$ cat src/hdl/lph_ram.sv
// Generic single-write, single-read synchronous RAM with registered read data.
`default_nettype none
module lph_ram #(
    parameter int WIDTH = 8,
    parameter int DEPTH = 16
) (
    input  logic                     aclk,
    input  logic                     we,
    input  logic [$clog2(DEPTH)-1:0] waddr,
    input  logic [WIDTH-1:0]         wdata,
    input  logic [$clog2(DEPTH)-1:0] raddr,
    output logic [WIDTH-1:0]         rdata
);

    logic [WIDTH-1:0] mem [DEPTH];

    always_ff @(posedge aclk) begin
        if (we) begin
            mem[waddr] <= wdata;
        end
        rdata <= mem[raddr];
    end

endmodule
`default_nettype wire

$ cat config.mk
export PLATFORM = sky130hd
export DESIGN_NAME = lph_ram
export DESIGN_NICKNAME = d
export VERILOG_FILES = /design/src/hdl/lph_ram.sv
export SDC_FILE = /design/constraint.sdc
export NUM_CORES = 1
export LEC_CHECK = 0
export ABC_AREA = 1
export BUFFER_PORTS_ARGS = -buffer_cell sky130_fd_sc_hd__buf_2
export CAP_MARGIN = 40
export CORE_AREA = 4 4 98 146
export CTS_CLUSTER_SIZE = 20
export DETAILED_ROUTE_END_ITERATION = 7
export DIE_AREA = 0 0 102 150
export PLACE_DENSITY = 0.67
export SYNTH_ARGS = -nofsm -noshare
export SYNTH_HDL_FRONTEND = slang
export SYNTH_SLANG_ARGS = --single-unit
export TNS_END_PERCENT = 5
$ cat constraint.sdc
create_clock -name aclk -period 1.4 [get_ports aclk]
set_input_delay 0.14 -clock aclk [delete_from_list [all_inputs] [get_ports aclk]]
set_output_delay 0.14 -clock aclk [all_outputs]
set_load 0.03 [all_outputs]
==> results.yml <==
yosys:
  synth_nets: 569
  synth_seq_cells: 136
  synth-compound-area-share: 0
  synthMuxAreaShare: 0
  synth_seq_area_share: 0.694
  yosys.area_share.adder: 0
  synth_cells: 551
  syn_area_mm2: 0.00577
  synth_top_family_by_area: "simple AND/OR/NAND/NOR gates"
  synth_area_leaders: "edfxtp_1, nand2_1, nand3_1"
  synth_area_leader_cell: "edfxtp_1"
  synth_cell_type_count: 12
  synthSimpleGateAreaFrac: 0.210
  yosysWarnings: 0
  avgSynthCellArea_um2: 10.5
  synthDominantCellAreaShare: 0.667
  synth-xor-area-share: 0
global_routing:
  grt_overflow_total: 0
  grt_pass1_vias: 3981
  grt_pass1_wl_um: 20700
  grt_usage: 0.185
  grt_max_degree: 65
  antenna_found_initial: 0
timing:
  fin_skew_ps: 10.2
  slew-limit-headroom: 0.696
  timing.final.ws_setup_ps: 229
  grt_setup_unrepaired: "no"
  worst_slew_pin_slew_ps: 455
  max_clock_freq_mhz: 854
  hold_violations: 0
  tns_ps: 0
  setup_viol: 0
  min_period_ps: 1170
  fin_crit_sh: 0.837
  slew_viol_final: 0
place:
  dp_slack_ps: 166
  gp_congestion: 0.855
  place.port_buffers: 25
  dpl.hpwl_um: 8660
pwr:
  p_int_uw: 7720
  switching_share: 0.216
  leakagePower_uw: 0.00297
  ir_drop_mv: 0.890
  p_seq_frac: 0.466
  combPwrFrac: 0.062
  p_switching_uw: 2130
  p_clk_frac: 0.473
  pwr_density_cell_mw_per_mm2: 1450
finish:
  final_cell_mix: "nand2_1, edfxtp_1, inv_1"
  drive_gt1_frac: 0.142
  fin_nets: 618
  mostFrequentLayoutCell: "nand2_1"
  n_antenna_cell: 0
  area_growth_pct: 18.0
drt:
  top_layer: "met4"
  wl_met3_um: 564
  wl_met1_um: 4690
  wl_per_cell_um: 16.7
  drt.antenna.violating_nets: 0
  finalWirelength_um: 12900
  via_per_inst: 5.02
  vias: 3877
  route.detailed.drc: 0
  drt_first_iter_violations: 196
  wl_met2_um: 7310
  detail_route.first_pass.iterations: 5
flow_run:
  drv_cap: 0
setup_path:
  crit_chain: "buf_2"
  critPathRequiredTime_ps: 1260
  rr_endpoint: "rdata[4]"
  crit_type: "reg -> out"
  max_stage_delay_ps: 390
  startpoint_type: "register"
  crit_start: "rdata[0]"
  regToRegSetupSlack_ps: 420
  endpoint: "rdata[0]"
  end_kind: "primary output"
  timing.rr.start: "mem[1][4]"
  critPathTopFamily: "flip-flops"
  reg2reg_depth: 6
  crit_arrival_ps: 1030
  crit_path_top_delay_cell: "dfxtp_1"
  path_buf_inv: 1
  path_depth: 1
  critPathMaxFanout: 1
floorplanning:
  num_rows: 51
  ioPinCount: 26
  initial_core_util: 0.443
  core_region_area_mm2: 0.0130
  die_width_um: 102
  fp.dieH_um: 150
  die_area_mm2: 0.0153
clock_network:
  cts-root-buf: "clkbuf_16"
  clk_latency_ps: 420
  cts_max_level: 4
  postCtsSetupRepairBufs: 0
  postCtsHoldBufs: 0
  clock-sinks: 136
  cts_tree: "yes"
  cts_buffers: 17
  cts_resized: 0
  clk_pin_slew_worst_paths_ps: 60
  clockBufferDepth: 2
status:
  outcome: "completed"
hold_path:
  min_path_type: "in -> reg"
  min_path_cells: 3
  holdCritStartpoint: "raddr[3]"
==> per-layer routing <==
layer	global-route usage	up-vias
met5	0	-
met4	0.0821	0
met3	0.0406	27
met2	0.336	113
met1	0.203	1867
li1	-	1870
==> synth_stat cells <==
master and count:
nand2_1 173, edfxtp_1 128, inv_1 100, nand3_1 97, nor2_1 17, buf_2 13, dfxtp_1 8, buf_6 6
buf_4 4, inv_2 2, nand3b_1 2, buf_1 1
==> worst min-delay path by stage <==
stage                endpoint  slack, ps
finish               rdata[2]        100
detailed placement   rdata[3]        520
CTS                  rdata[3]         90
floorplan           mem[0][0]        240
global route         rdata[6]        100
global placement     rdata[4]        510
==> metrics by stage <==
step           total power (uW)  hold slack [ps]  std cells  instance area [um^2]  utilization
5_1_grt                   10200              101        772                  6810        0.523
2_1_floorplan              5030              239        551                  5770            -
3_3_place_gp               5270              513        740                  6180        0.475
4_1_cts                    9920             89.4        772                  6810        0.523
3_5_place_dp               5290              525        740                  6180        0.475
6_report                   9850              100        772                  6810        0.523
==> cells by family after synthesis <==
kind of cell,after synthesis
buffers and inverters,126
DFF,136
and+or+nand+nor,289
==> power by group through the flow <==
stage               Clock [uW]  Combinational [uW]  Sequential, uW
floorplan                    0                 321            4710
global placement             0                 599            4670
detailed placement           0                 609            4680
CTS                       4710                 614            4590
global route              4910                 680            4590
finish                    4660                 608            4590
==> layout make-up <==
class / count / area (um^2)
multi-input cells: 289 / 1210
clock buffers: 18 / 429
fillers: 1119 / 6210
clock inverters: 14 / 198
well taps: 159 / 199
flip-flops and latches: 136 / 4000
repair buffers: 54 / 380
inverters: 102 / 383
==> state kept, by name, indices dropped and copies added (netlist names) <==
name   count
rdata      8
mem      128
No activity file was read; power rests on OpenSTA's default activity.
