### src/hdl/lph_pkg.sv
// Shared types, constants and helper functions of the literal priority heap.
`default_nettype none
package lph_pkg;

    localparam int MAX_VARS = 256;
    localparam int NLIT     = 2 * MAX_VARS;
    localparam int PRIO_W   = 32;
    localparam int TOTAL_W  = PRIO_W + 8;
    localparam int VC_W     = $clog2(MAX_VARS + 1);
    localparam int LIT_W    = $clog2(NLIT);
    localparam int SLOT_W   = $clog2(NLIT + 1);
    localparam int LITV_W   = 10;
    localparam int CNT_W    = 10;
    localparam int STS_W    = 2;
    localparam int OP_W     = 3;
    localparam int CFG_W    = 32;
    localparam int CIDX_W   = 2;
    localparam int S_DATA_W = 16;
    localparam int M_DATA_W = 56;
    localparam logic [PRIO_W-1:0] ONE_FIX = PRIO_W'(65536);

    typedef enum logic [OP_W-1:0] {
        OP_LOAD    = 3'd0,
        OP_BUILD   = 3'd1,
        OP_EXTRACT = 3'd2,
        OP_RESTORE = 3'd3,
        OP_BUMP    = 3'd4
    } op_t;

    typedef enum logic [STS_W-1:0] {
        STS_DONE    = 2'd0,
        STS_IGNORED = 2'd1,
        STS_RANGE   = 2'd2
    } status_t;

    typedef enum logic [CIDX_W-1:0] {
        CFG_VAR_COUNT     = 2'd0,
        CFG_BUMP_FACTOR   = 2'd1,
        CFG_BALANCE_LIMIT = 2'd2,
        CFG_BALANCE_FLOOR = 2'd3
    } cfg_idx_t;

    typedef struct packed {
        logic [SLOT_W-1:0] slot;
        logic              rem;
        logic [PRIO_W-1:0] prio;
    } lit_word_t;

    typedef enum logic [4:0] {
        ST_CLEAR, ST_IDLE, ST_OP, ST_BUMP_MUL, ST_BUMP_ADD,
        ST_RB_CHK, ST_RB_RD, ST_RB_MUL, ST_RB_DIV, ST_RB_WAIT, ST_BUILD_NEXT,
        ST_SD_START, ST_SD_CUR, ST_SD_CURK, ST_SD_L, ST_SD_LW, ST_SD_LK,
        ST_SD_RK, ST_SD_DEC, ST_SD_SW2,
        ST_SU_START, ST_SU_CUR, ST_SU_CURK, ST_SU_P, ST_SU_PW, ST_SU_PK,
        ST_SU_SW2, ST_FIN_RD, ST_FIN_WAIT
    } state_t;

    // True when key a orders strictly below key b; removed keys sink below active ones.
    function automatic logic key_less(input logic a_rem, input logic [PRIO_W-1:0] a_p,
                                      input logic b_rem, input logic [PRIO_W-1:0] b_p);
        logic r;
        if (a_rem != b_rem) begin
            r = a_rem;
        end else if (!a_rem) begin
            r = a_p < b_p;
        end else begin
            r = a_p > b_p;
        end
        return r;
    endfunction

    function automatic logic [LITV_W-1:0] encode_lit(input logic [LIT_W-1:0] idx);
        logic [LITV_W-1:0] mag;
        mag = LITV_W'(idx >> 1) + LITV_W'(1);
        return idx[0] ? (LITV_W'(0) - mag) : mag;
    endfunction

endpackage
`default_nettype wire

### src/hdl/lph_div.sv
// Bit-serial restoring divider with a saturated quotient, used for rescaling.
`default_nettype none
module lph_div (
    input  logic                        aclk,
    input  logic                        aresetn,
    input  logic                        start,
    input  logic [2*lph_pkg::PRIO_W-1:0] dividend,
    input  logic [lph_pkg::TOTAL_W-1:0] divisor,
    output logic                        done,
    output logic [lph_pkg::PRIO_W-1:0]  quotient
);
    import lph_pkg::*;

    localparam int DW = 2 * PRIO_W;
    localparam int CW = $clog2(DW);

    logic                busy_reg, busy_next;
    logic                done_reg, done_next;
    logic [CW-1:0]       cnt_reg, cnt_next;
    logic [DW-1:0]       dvd_reg, dvd_next;
    logic [DW-1:0]       quo_reg, quo_next;
    logic [TOTAL_W-1:0]  rem_reg, rem_next;
    logic [TOTAL_W-1:0]  dvs_reg, dvs_next;
    logic [TOTAL_W:0]    trial;

    always_comb begin
        busy_next = busy_reg;
        done_next = 1'b0;
        cnt_next  = cnt_reg;
        dvd_next  = dvd_reg;
        quo_next  = quo_reg;
        rem_next  = rem_reg;
        dvs_next  = dvs_reg;
        trial     = {rem_reg, dvd_reg[DW-1]};
        if (start) begin
            busy_next = 1'b1;
            cnt_next  = '0;
            dvd_next  = dividend;
            quo_next  = '0;
            rem_next  = '0;
            dvs_next  = divisor;
        end else if (busy_reg) begin
            dvd_next = {dvd_reg[DW-2:0], 1'b0};
            if (trial >= {1'b0, dvs_reg}) begin
                rem_next = TOTAL_W'(trial - {1'b0, dvs_reg});
                quo_next = {quo_reg[DW-2:0], 1'b1};
            end else begin
                rem_next = trial[TOTAL_W-1:0];
                quo_next = {quo_reg[DW-2:0], 1'b0};
            end
            cnt_next = cnt_reg + CW'(1);
            if (cnt_reg == CW'(DW - 1)) begin
                busy_next = 1'b0;
                done_next = 1'b1;
            end
        end
    end

    always_ff @(posedge aclk) begin
        if (!aresetn) begin
            busy_reg <= 1'b0;
            done_reg <= 1'b0;
        end else begin
            busy_reg <= busy_next;
            done_reg <= done_next;
        end
        cnt_reg <= cnt_next;
        dvd_reg <= dvd_next;
        quo_reg <= quo_next;
        rem_reg <= rem_next;
        dvs_reg <= dvs_next;
    end

    assign done     = done_reg;
    assign quotient = (quo_reg[DW-1:PRIO_W] != '0) ? '1 : quo_reg[PRIO_W-1:0];

    a_done_single: assert property (@(posedge aclk) disable iff (!aresetn)
        done |=> !done) else $error("divider done held longer than one cycle");
    a_busy_ends: assert property (@(posedge aclk) disable iff (!aresetn)
        done |-> !busy_reg) else $error("divider done while still busy");
    a_rem_below: assert property (@(posedge aclk) disable iff (!aresetn)
        busy_reg && !start |-> rem_reg < dvs_reg || dvs_reg == '0)
        else $error("divider remainder reached divisor");

endmodule
`default_nettype wire

### config.mk
export PLATFORM = sky130hd
export DESIGN_NAME = lph_div
export DESIGN_NICKNAME = d
export VERILOG_FILES = /design/src/hdl/lph_pkg.sv /design/src/hdl/lph_div.sv
export SDC_FILE = /design/constraint.sdc
export NUM_CORES = 1
export LEC_CHECK = 0
export BUFFER_PORTS_ARGS = -buffer_cell sky130_fd_sc_hd__buf_2
export CORE_MARGIN = 2
export CORE_UTILIZATION = 60
export CTS_BUF_LIST = sky130_fd_sc_hd__clkbuf_2 sky130_fd_sc_hd__clkbuf_4 sky130_fd_sc_hd__clkbuf_8
export CTS_CLUSTER_SIZE = 10
export DETAILED_ROUTE_END_ITERATION = 7
export PLACE_DENSITY_LB_ADDON = 0.05
export SYNTH_ARGS = -nofsm -noshare
export SYNTH_HDL_FRONTEND = slang
export SYNTH_SLANG_ARGS = --single-unit
### constraint.sdc
create_clock -name aclk -period 7.06 [get_ports aclk]
set_input_delay 1.765 -clock aclk [delete_from_list [all_inputs] [get_ports aclk]]
set_output_delay 1.765 -clock aclk [all_outputs]
set_load 0.01 [all_outputs]
==> impl_metrics.sql, run 1 <==
INSERT INTO impl_metrics (metric_group, metric, value, unit) VALUES
('outcome', 'status', 'finished clean', ''),
('floorplanning', 'std_cell_rows', '49', ''),
('setup_path', 'cp-startpoint', 'quo_reg[47]', ''),
('synthesis', 'synth_area_leaders', 'edfxtp_1 (29%), dfxtp_1 (21%), mux2i_1 (6.6%), mux2_2 (6.6%), ha_1 (4.8%)', ''),
('floorplanning', 'die-width', '138', 'um'),
('power_and_ir_drop', 'leakagePower', '0.00530', 'uW'),
('place', 'port_buffers', '139', ''),
('clock_network', 'ctsRootBufferMaster', 'clkbuf_8', ''),
('clock_network', 'cts_repair_resize_count', '0', ''),
('synthesis', 'synth_enable_flop_cells', '104', ''),
('detailed_routing', 'num_vias', '7634', ''),
('floorplanning', 'die_area', '0.0190', 'mm2'),
('place', 'place_hpwl', '14.3', 'mm'),
('detailed_routing', 'dr.pass1.iters', '5', ''),
('floorplanning', 'io_pins', '140', ''),
('layout', 'post_route_cells_drive_above_1_share', '0.255', ''),
('global_route', 'first_global_vias', '7495', ''),
('sta', 'finalHoldWorstSlack', '482', 'ps'),
('setup_path', 'worstPathRequired', '5300', 'ps'),
('setup_path', 'cp_max_fo', '32', ''),
('synthesis', 'syn-cell-area', '0.0108', 'mm2'),
('global_route', 'wire_length_of_the_first_global_routing_pass', '36.1', 'mm'),
('synthesis', 'synthTopCellsByCount', 'nor2_1 (127), dfxtp_1 (112), edfxtp_1 (104), mux2i_1 (71), mux2_2 (63)', ''),
('clock_network', 'worstSkewPairLatency', '530', 'ps'),
('clock_network', 'htree_levels', '2', ''),
('sta', 'layout_min_cycle_time', '4660', 'ps'),
('setup_path', 'critical_path_class', 'reg -> out', ''),
('layout', 'finalNonFillerCells', '1394', ''),
('synthesis', 'syn_avg_cell_area', '10.7', 'um2'),
('clock_network', 'postCtsSetupRepairBufs', '0', ''),
('clock_network', 'clock_sinks', '216', ''),
('floorplanning', 'initial_utilization', '0.606', ''),
('sta', 'setup_viol_count_final', '0', ''),
('synthesis', 'netlist-cell-type-count', '61', ''),
('clock_network', 'cts_tree', 'done', ''),
('synthesis', 'cell_taking_the_most_area_after_synthesis', 'edfxtp_1', ''),
('run', 'drv_cap', '0', ''),
('detailed_routing', 'drcViolationCount', '0', ''),
('power_and_ir_drop', 'power-per-cell-area', '251', 'mW/mm2'),
('layout', 'fill_cell_count', '1423', ''),
('layout', 'syn_to_final_growth', '14.2', '%'),
('synthesis', 'leading_cell_type_by_number_of_instances_after_synthesis', 'nor2_1', ''),
('global_route', 'grt_start_max_net_pins', '83', ''),
('synthesis', 'ys_dominant_reg_cell', 'dfxtp_1', ''),
('setup_path', 'startpoint_of_the_lowest_slack_register_to_register_path', 'dvs_reg[4]', ''),
('place', 'dp_cells', '1325', ''),
('global_route', 'grt.total_usage', '0.226', ''),
('synthesis', 'yosysSeqAreaShare', '0.498', ''),
('synthesis', 'synth_top_cell_area_share', '0.290', ''),
('detailed_routing', 'wl', '21.6', 'mm'),
('layout', 'multi_input_area', '0.00493', 'mm2'),
('synthesis', 'async_set_or_reset_register_ratio_after_synthesis', '0', ''),
('clock_network', 'worst_setup_hold_path_clk_slew', '60', 'ps'),
('setup_path', 'crit_path_start_kind', 'flop', ''),
('synthesis', 'postSynthRegisterBits', '216', ''),
('floorplanning', 'fp.dieH', '138', 'um'),
('min_path', 'worst_hold_path_type', 'reg -> reg', ''),
('synthesis', 'postSynthCellCount', '1010', ''),
('sta', 'clock.fmax', '215', 'MHz'),
('sta', 'fin_crit_sh', '0.660', ''),
('detailed_routing', 'wire_per_inst', '15.5', 'um'),
('clock_network', 'cts_inserted_buffers', '37', ''),
('place', 'gp_congestion', '0.869', ''),
('clock_network', 'ctsLongestPathBuffers', '3', ''),
('detailed_routing', 'vias_per_cell', '5.48', ''),
('sta', 'grt_setup_unrepaired', 'no', ''),
('sta', 'final.setup.tns', '0', 'ps'),
('detailed_routing', 'drtIter0Drc', '449', ''),
('layout', 'register_area', '0.00537', 'mm2'),
('sta', 'slew_headroom', '0.304', ''),
('layout', 'utilization', '0.692', '');
worst paths after layout:
kind	slack [ps]	cells after the start	endpoint
worst max-delay path	2400	4	quotient[0]
worst min-delay path	480	2	cnt_reg[5]
worst max register to register	3770	10	rem_reg[24]
worst min register to register	480	2	cnt_reg[5]
cell families (layout without fill, tap and decap cells):
group           count (synthesis)  count (layout)  share of synthesized area
fa+ha+maj                      42              42                     0.0495
mux                           134             134                      0.132
buf+inv                       108             262                     0.0445
compound gates                195             195                      0.124
flops                         216             216                      0.498
simple gates                  274             274                      0.119
other cells                     0               1                          0
xor+xnor                       41              41                     0.0333
cells in the final DEF (no fill, tap or decap), drive strengths merged, types with 2 or more instances in the layout:
| cell | instances |
|---|---|
| o21ai | 44 |
| a221oi | 2 |
| buf | 144 |
| ha | 41 |
| a21boi | 2 |
| xor2 | 21 |
| inv | 52 |
| mux2 | 63 |
| nand3b | 2 |
| dfxtp | 112 |
| nor3 | 6 |
| xnor2 | 20 |
| a21o | 14 |
| and2 | 2 |
| or3 | 33 |
| a22oi | 7 |
| nand2b | 7 |
| bufinv | 2 |
| nor2 | 128 |
| nand3 | 10 |
| edfxtp | 104 |
| o21a | 8 |
| a211oi | 27 |
| and3 | 4 |
| o21bai | 9 |
| nand2 | 46 |
| mux2i | 71 |
| clkinv | 8 |
| nor4 | 10 |
| a21oi | 60 |
| nor2b | 2 |
| a31oi | 9 |
| o211ai | 7 |
| a221o | 2 |
| nor3b | 2 |
| clkbuf | 56 |
| nand4 | 18 |
per-layer routing:
layer | wire length, um | GRT usage | part of all wire | up-vias
li1 | - | - | - | 3907
met1 | 10200 | 0.310 | 0.47 | 3533
met2 | 10200 | 0.366 | 0.47 | 164
met3 | 900 | 0.0405 | 0.042 | 30
met4 | 371 | 0.0736 | 0.017 | 0
met5 | 0 | 0 | 0 | -
power by group:
part           total [uW]  switching [uW]  internal, uW  leakage, uW
Combinational         452             253           199      0.00294
Sequential           1450            42.0          1400      0.00194
Clock                1190             497           691     0.000422
worst max-delay path, cell delays in order, from the launching register on:
cell,delay (ps)
dfxtp_1,320
nor4_1,340
nand4_1,880
or3_1,680
buf_2,160
area by class of cell:
type | instances | area share
Inverter | 50 | 0.0152
Clock inverter | 12 | 0.00925
Sequential cell | 216 | 0.436
Multi-Input combinational cell | 686 | 0.401
Clock buffer | 56 | 0.0550
Timing Repair Buffer | 144 | 0.0601
Antenna cell | 1 | 0.000203
Tap cell | 229 | 0.0233
metrics by stage:
stage | area, um2 | setup WS [ps] | power (uW)
2_1_floorplan | 10800 | 3070 | 1820
3_3_place_gp | 11500 | 3170 | 1910
3_5_place_dp | 11500 | 2950 | 1920
4_1_cts | 12300 | 2370 | 3120
5_1_grt | 12300 | 2130 | 3240
6_report | 12300 | 2400 | 3090
No activity file was read; power rests on OpenSTA's default activity.
==> run 2, diff against run 1 <==
--- a/config.mk
+++ b/config.mk
@@ -7,7 +7,7 @@
 export LEC_CHECK = 0
 export BUFFER_PORTS_ARGS = -buffer_cell sky130_fd_sc_hd__buf_2
 export CORE_MARGIN = 2
-export CORE_UTILIZATION = 60
+export CORE_UTILIZATION = 54
 export CTS_BUF_LIST = sky130_fd_sc_hd__clkbuf_2 sky130_fd_sc_hd__clkbuf_4 sky130_fd_sc_hd__clkbuf_8
 export CTS_CLUSTER_SIZE = 10
 export DETAILED_ROUTE_END_ITERATION = 7
==> constraint.sdc (replaced) <==
create_clock -name aclk -period 3.79 [get_ports aclk]
set_input_delay 0.9475 -clock aclk [delete_from_list [all_inputs] [get_ports aclk]]
set_output_delay 0.9475 -clock aclk [all_outputs]
set_load 0.01 [all_outputs]
==> run 2 against run 1 <==
Clock power grew 89%. Combinational power grew 93%. Routed wire length grew 4.0%. Largest power group unchanged. Global-route usage shrank 1.3 points. Largest cell class unchanged.
==> impl_metrics.sql, run 2 (same netlist as run 1, synthesis figures left out) <==
INSERT INTO impl_metrics (metric_group, metric, value, unit) VALUES
('floorplanning', 'fp.dieH', '145', 'um'),
('clock_network', 'postCtsHoldBufs', '0', ''),
('run', 'drv_cap', '0', ''),
('detailed_routing', 'routedLengthMet1', '10.8', 'mm'),
('layout', 'fill_cell_count', '1697', ''),
('sta', 'post-route-worst-setup-slack', '682', 'ps'),
('detailed_routing', 'dr.pass1.iters', '5', ''),
('sta', 'maxSlewViolCount', '0', ''),
('global_route', 'grt.total_usage', '0.213', ''),
('power_and_ir_drop', 'power-per-cell-area', '466', 'mW/mm2'),
('sta', 'fin_skew', '20.6', 'ps'),
('clock_network', 'cts_inserted_buffers', '39', ''),
('floorplanning', 'std_cell_rows', '51', ''),
('sta', 'fin_crit_sh', '0.820', ''),
('sta', 'hold_violations', '0', ''),
('layout', 'syn_to_final_growth', '15.5', '%'),
('power_and_ir_drop', 'leakagePower', '0.00536', 'uW'),
('detailed_routing', 'wl', '22.5', 'mm'),
('clock_network', 'postCtsSetupRepairBufs', '0', ''),
('global_route', 'grt.overflow.total', '0', ''),
('clock_network', 'worst_setup_hold_path_clk_slew', '60', 'ps'),
('setup_path', 'critical_path_class', 'reg -> reg', ''),
('layout', 'layout.cells.most_common', 'buf_2', ''),
('min_path', 'worst_hold_path_type', 'reg -> reg', ''),
('sta', 'worstMarginPinSlew', '898', 'ps'),
('clock_network', 'clock_sinks', '216', ''),
('layout', 'layout_common_cells', 'buf_2 (138), nor2_1 (127), dfxtp_1 (111)', ''),
('setup_path', 'worstPathRequired', '4190', 'ps'),
('setup_path', 'crit_arrival', '3510', 'ps'),
('detailed_routing', 'met2_length', '10.2', 'mm'),
('clock_network', 'cts_tree', 'done', ''),
('clock_network', 'cts_repair_resize_count', '0', ''),
('floorplanning', 'die-width', '145', 'um'),
('detailed_routing', 'num_vias', '7734', ''),
('detailed_routing', 'wire_per_inst', '15.6', 'um'),
('sta', 'clock.fmax', '322', 'MHz'),
('detailed_routing', 'highest_layer', 'met4', ''),
('global_route', 'wire_length_of_the_first_global_routing_pass', '37.4', 'mm'),
('setup_path', 'timing.critical_path.to_type', 'flop', ''),
('floorplanning', 'initial_utilization', '0.552', ''),
('detailed_routing', 'drtIter0Drc', '412', ''),
('layout', 'post_route_cells_drive_above_1_share', '0.264', ''),
('setup_path', 'crit_path_start_kind', 'flop', ''),
('global_route', 'antenna_violations_before_repair', '1', ''),
('layout', 'finalNonFillerCells', '1439', ''),
('global_route', 'first_global_vias', '7512', ''),
('detailed_routing', 'vias_per_cell', '5.37', ''),
('place', 'pre_cts_ws', '693', 'ps'),
('outcome', 'status', 'finished clean', ''),
('clock_network', 'ctsLongestPathBuffers', '3', ''),
('sta', 'final.setup.tns', '0', 'ps'),
('sta', 'layout_min_cycle_time', '3110', 'ps'),
('place', 'gp_congestion', '0.848', ''),
('detailed_routing', 'antenna_violating_nets_remaining', '0', ''),
('sta', 'slew_headroom', '0.402', ''),
('place', 'dp_cells', '1367', ''),
('floorplanning', 'io_pins', '140', ''),
('place', 'port_buffers', '139', ''),
('sta', 'setup_viol_count_final', '0', ''),
('detailed_routing', 'wl_met3', '955', 'um'),
('clock_network', 'ctsRootBufferMaster', 'clkbuf_8', ''),
('place', 'place_hpwl', '14.7', 'mm'),
('clock_network', 'worstSkewPairLatency', '530', 'ps'),
('detailed_routing', 'drcViolationCount', '0', ''),
('power_and_ir_drop', 'max-vdd-ir-drop', '289', 'uV'),
('layout', 'final_net_count', '1292', ''),
('clock_network', 'htree_levels', '2', ''),
('global_route', 'grt_start_max_net_pins', '100', ''),
('sta', 'grt_setup_unrepaired', 'no', ''),
('floorplanning', 'die_area', '0.0211', 'mm2'),
('setup_path', 'cp_max_fo', '10', ''),
('floorplanning', 'core_region_area', '0.0195', 'mm2');
run 2: final timing paths:
| kind | depth (start not counted) | end | slack (ps) | from |
|---|---|---|---|---|
| setup / recovery | 11 | rem_reg[32] | 680 | dvs_reg[14] |
| hold reg to reg | 2 | rem_reg[10] | 480 | rem_reg[10] |
| hold / removal | 2 | rem_reg[10] | 480 | rem_reg[10] |
| setup reg to reg | 11 | rem_reg[32] | 680 | dvs_reg[14] |
run 2: critical path, stage by stage, from the launching register on:
cell and delay, ps:
edfxtp_1 330, inv_1 50, ha_1 400, a21oi_2 240, o21ai_0 100, or4_1 490
a211o_1 320, nand2_4 140, o21ai_4 120, nand2b_1 400, nor2_1 110, a221o_1 270
run 2: layer usage:
metal | vias up | track usage
met5 | - | 0
met4 | 0 | 0.0755
met1 | 3619 | 0.294
met2 | 155 | 0.336
li1 | 3916 | -
met3 | 44 | 0.0409
run 2: area by class of cell:
class / instances / area, um2 / share of cell area
Antenna cell: 1 / 2.50 / 0.000201
Multi-Input combinational cell: 686 / 4930 / 0.396
Inverter: 50 / 188 / 0.0151
Clock inverter: 6 / 37.5 / 0.00301
Timing Repair Buffer: 150 / 810 / 0.0650
Tap cell: 265 / 332 / 0.0266
Sequential cell: 216 / 5370 / 0.431
Clock buffer: 65 / 782 / 0.0628
run 2: where the power goes:
group | switching, uW | internal [uW] | leakage (uW) | total (uW)
Clock | 948 | 1300 | 0.000440 | 2250
Sequential | 61.7 | 2610 | 0.00194 | 2680
Combinational | 495 | 379 | 0.00298 | 873
run 2: stage by stage:
stage / cell area [um2] / total power, uW / hold WS (ps) / util
5_1_grt: 12500 / 6090 / 506 / 0.638
3_5_place_dp: 11600 / 3590 / 474 / 0.596
3_3_place_gp: 11600 / 3590 / 470 / 0.596
2_1_floorplan: 10800 / 3390 / 448 / -
4_1_cts: 12400 / 5880 / 483 / 0.638
6_report: 12500 / 5800 / 477 / 0.638
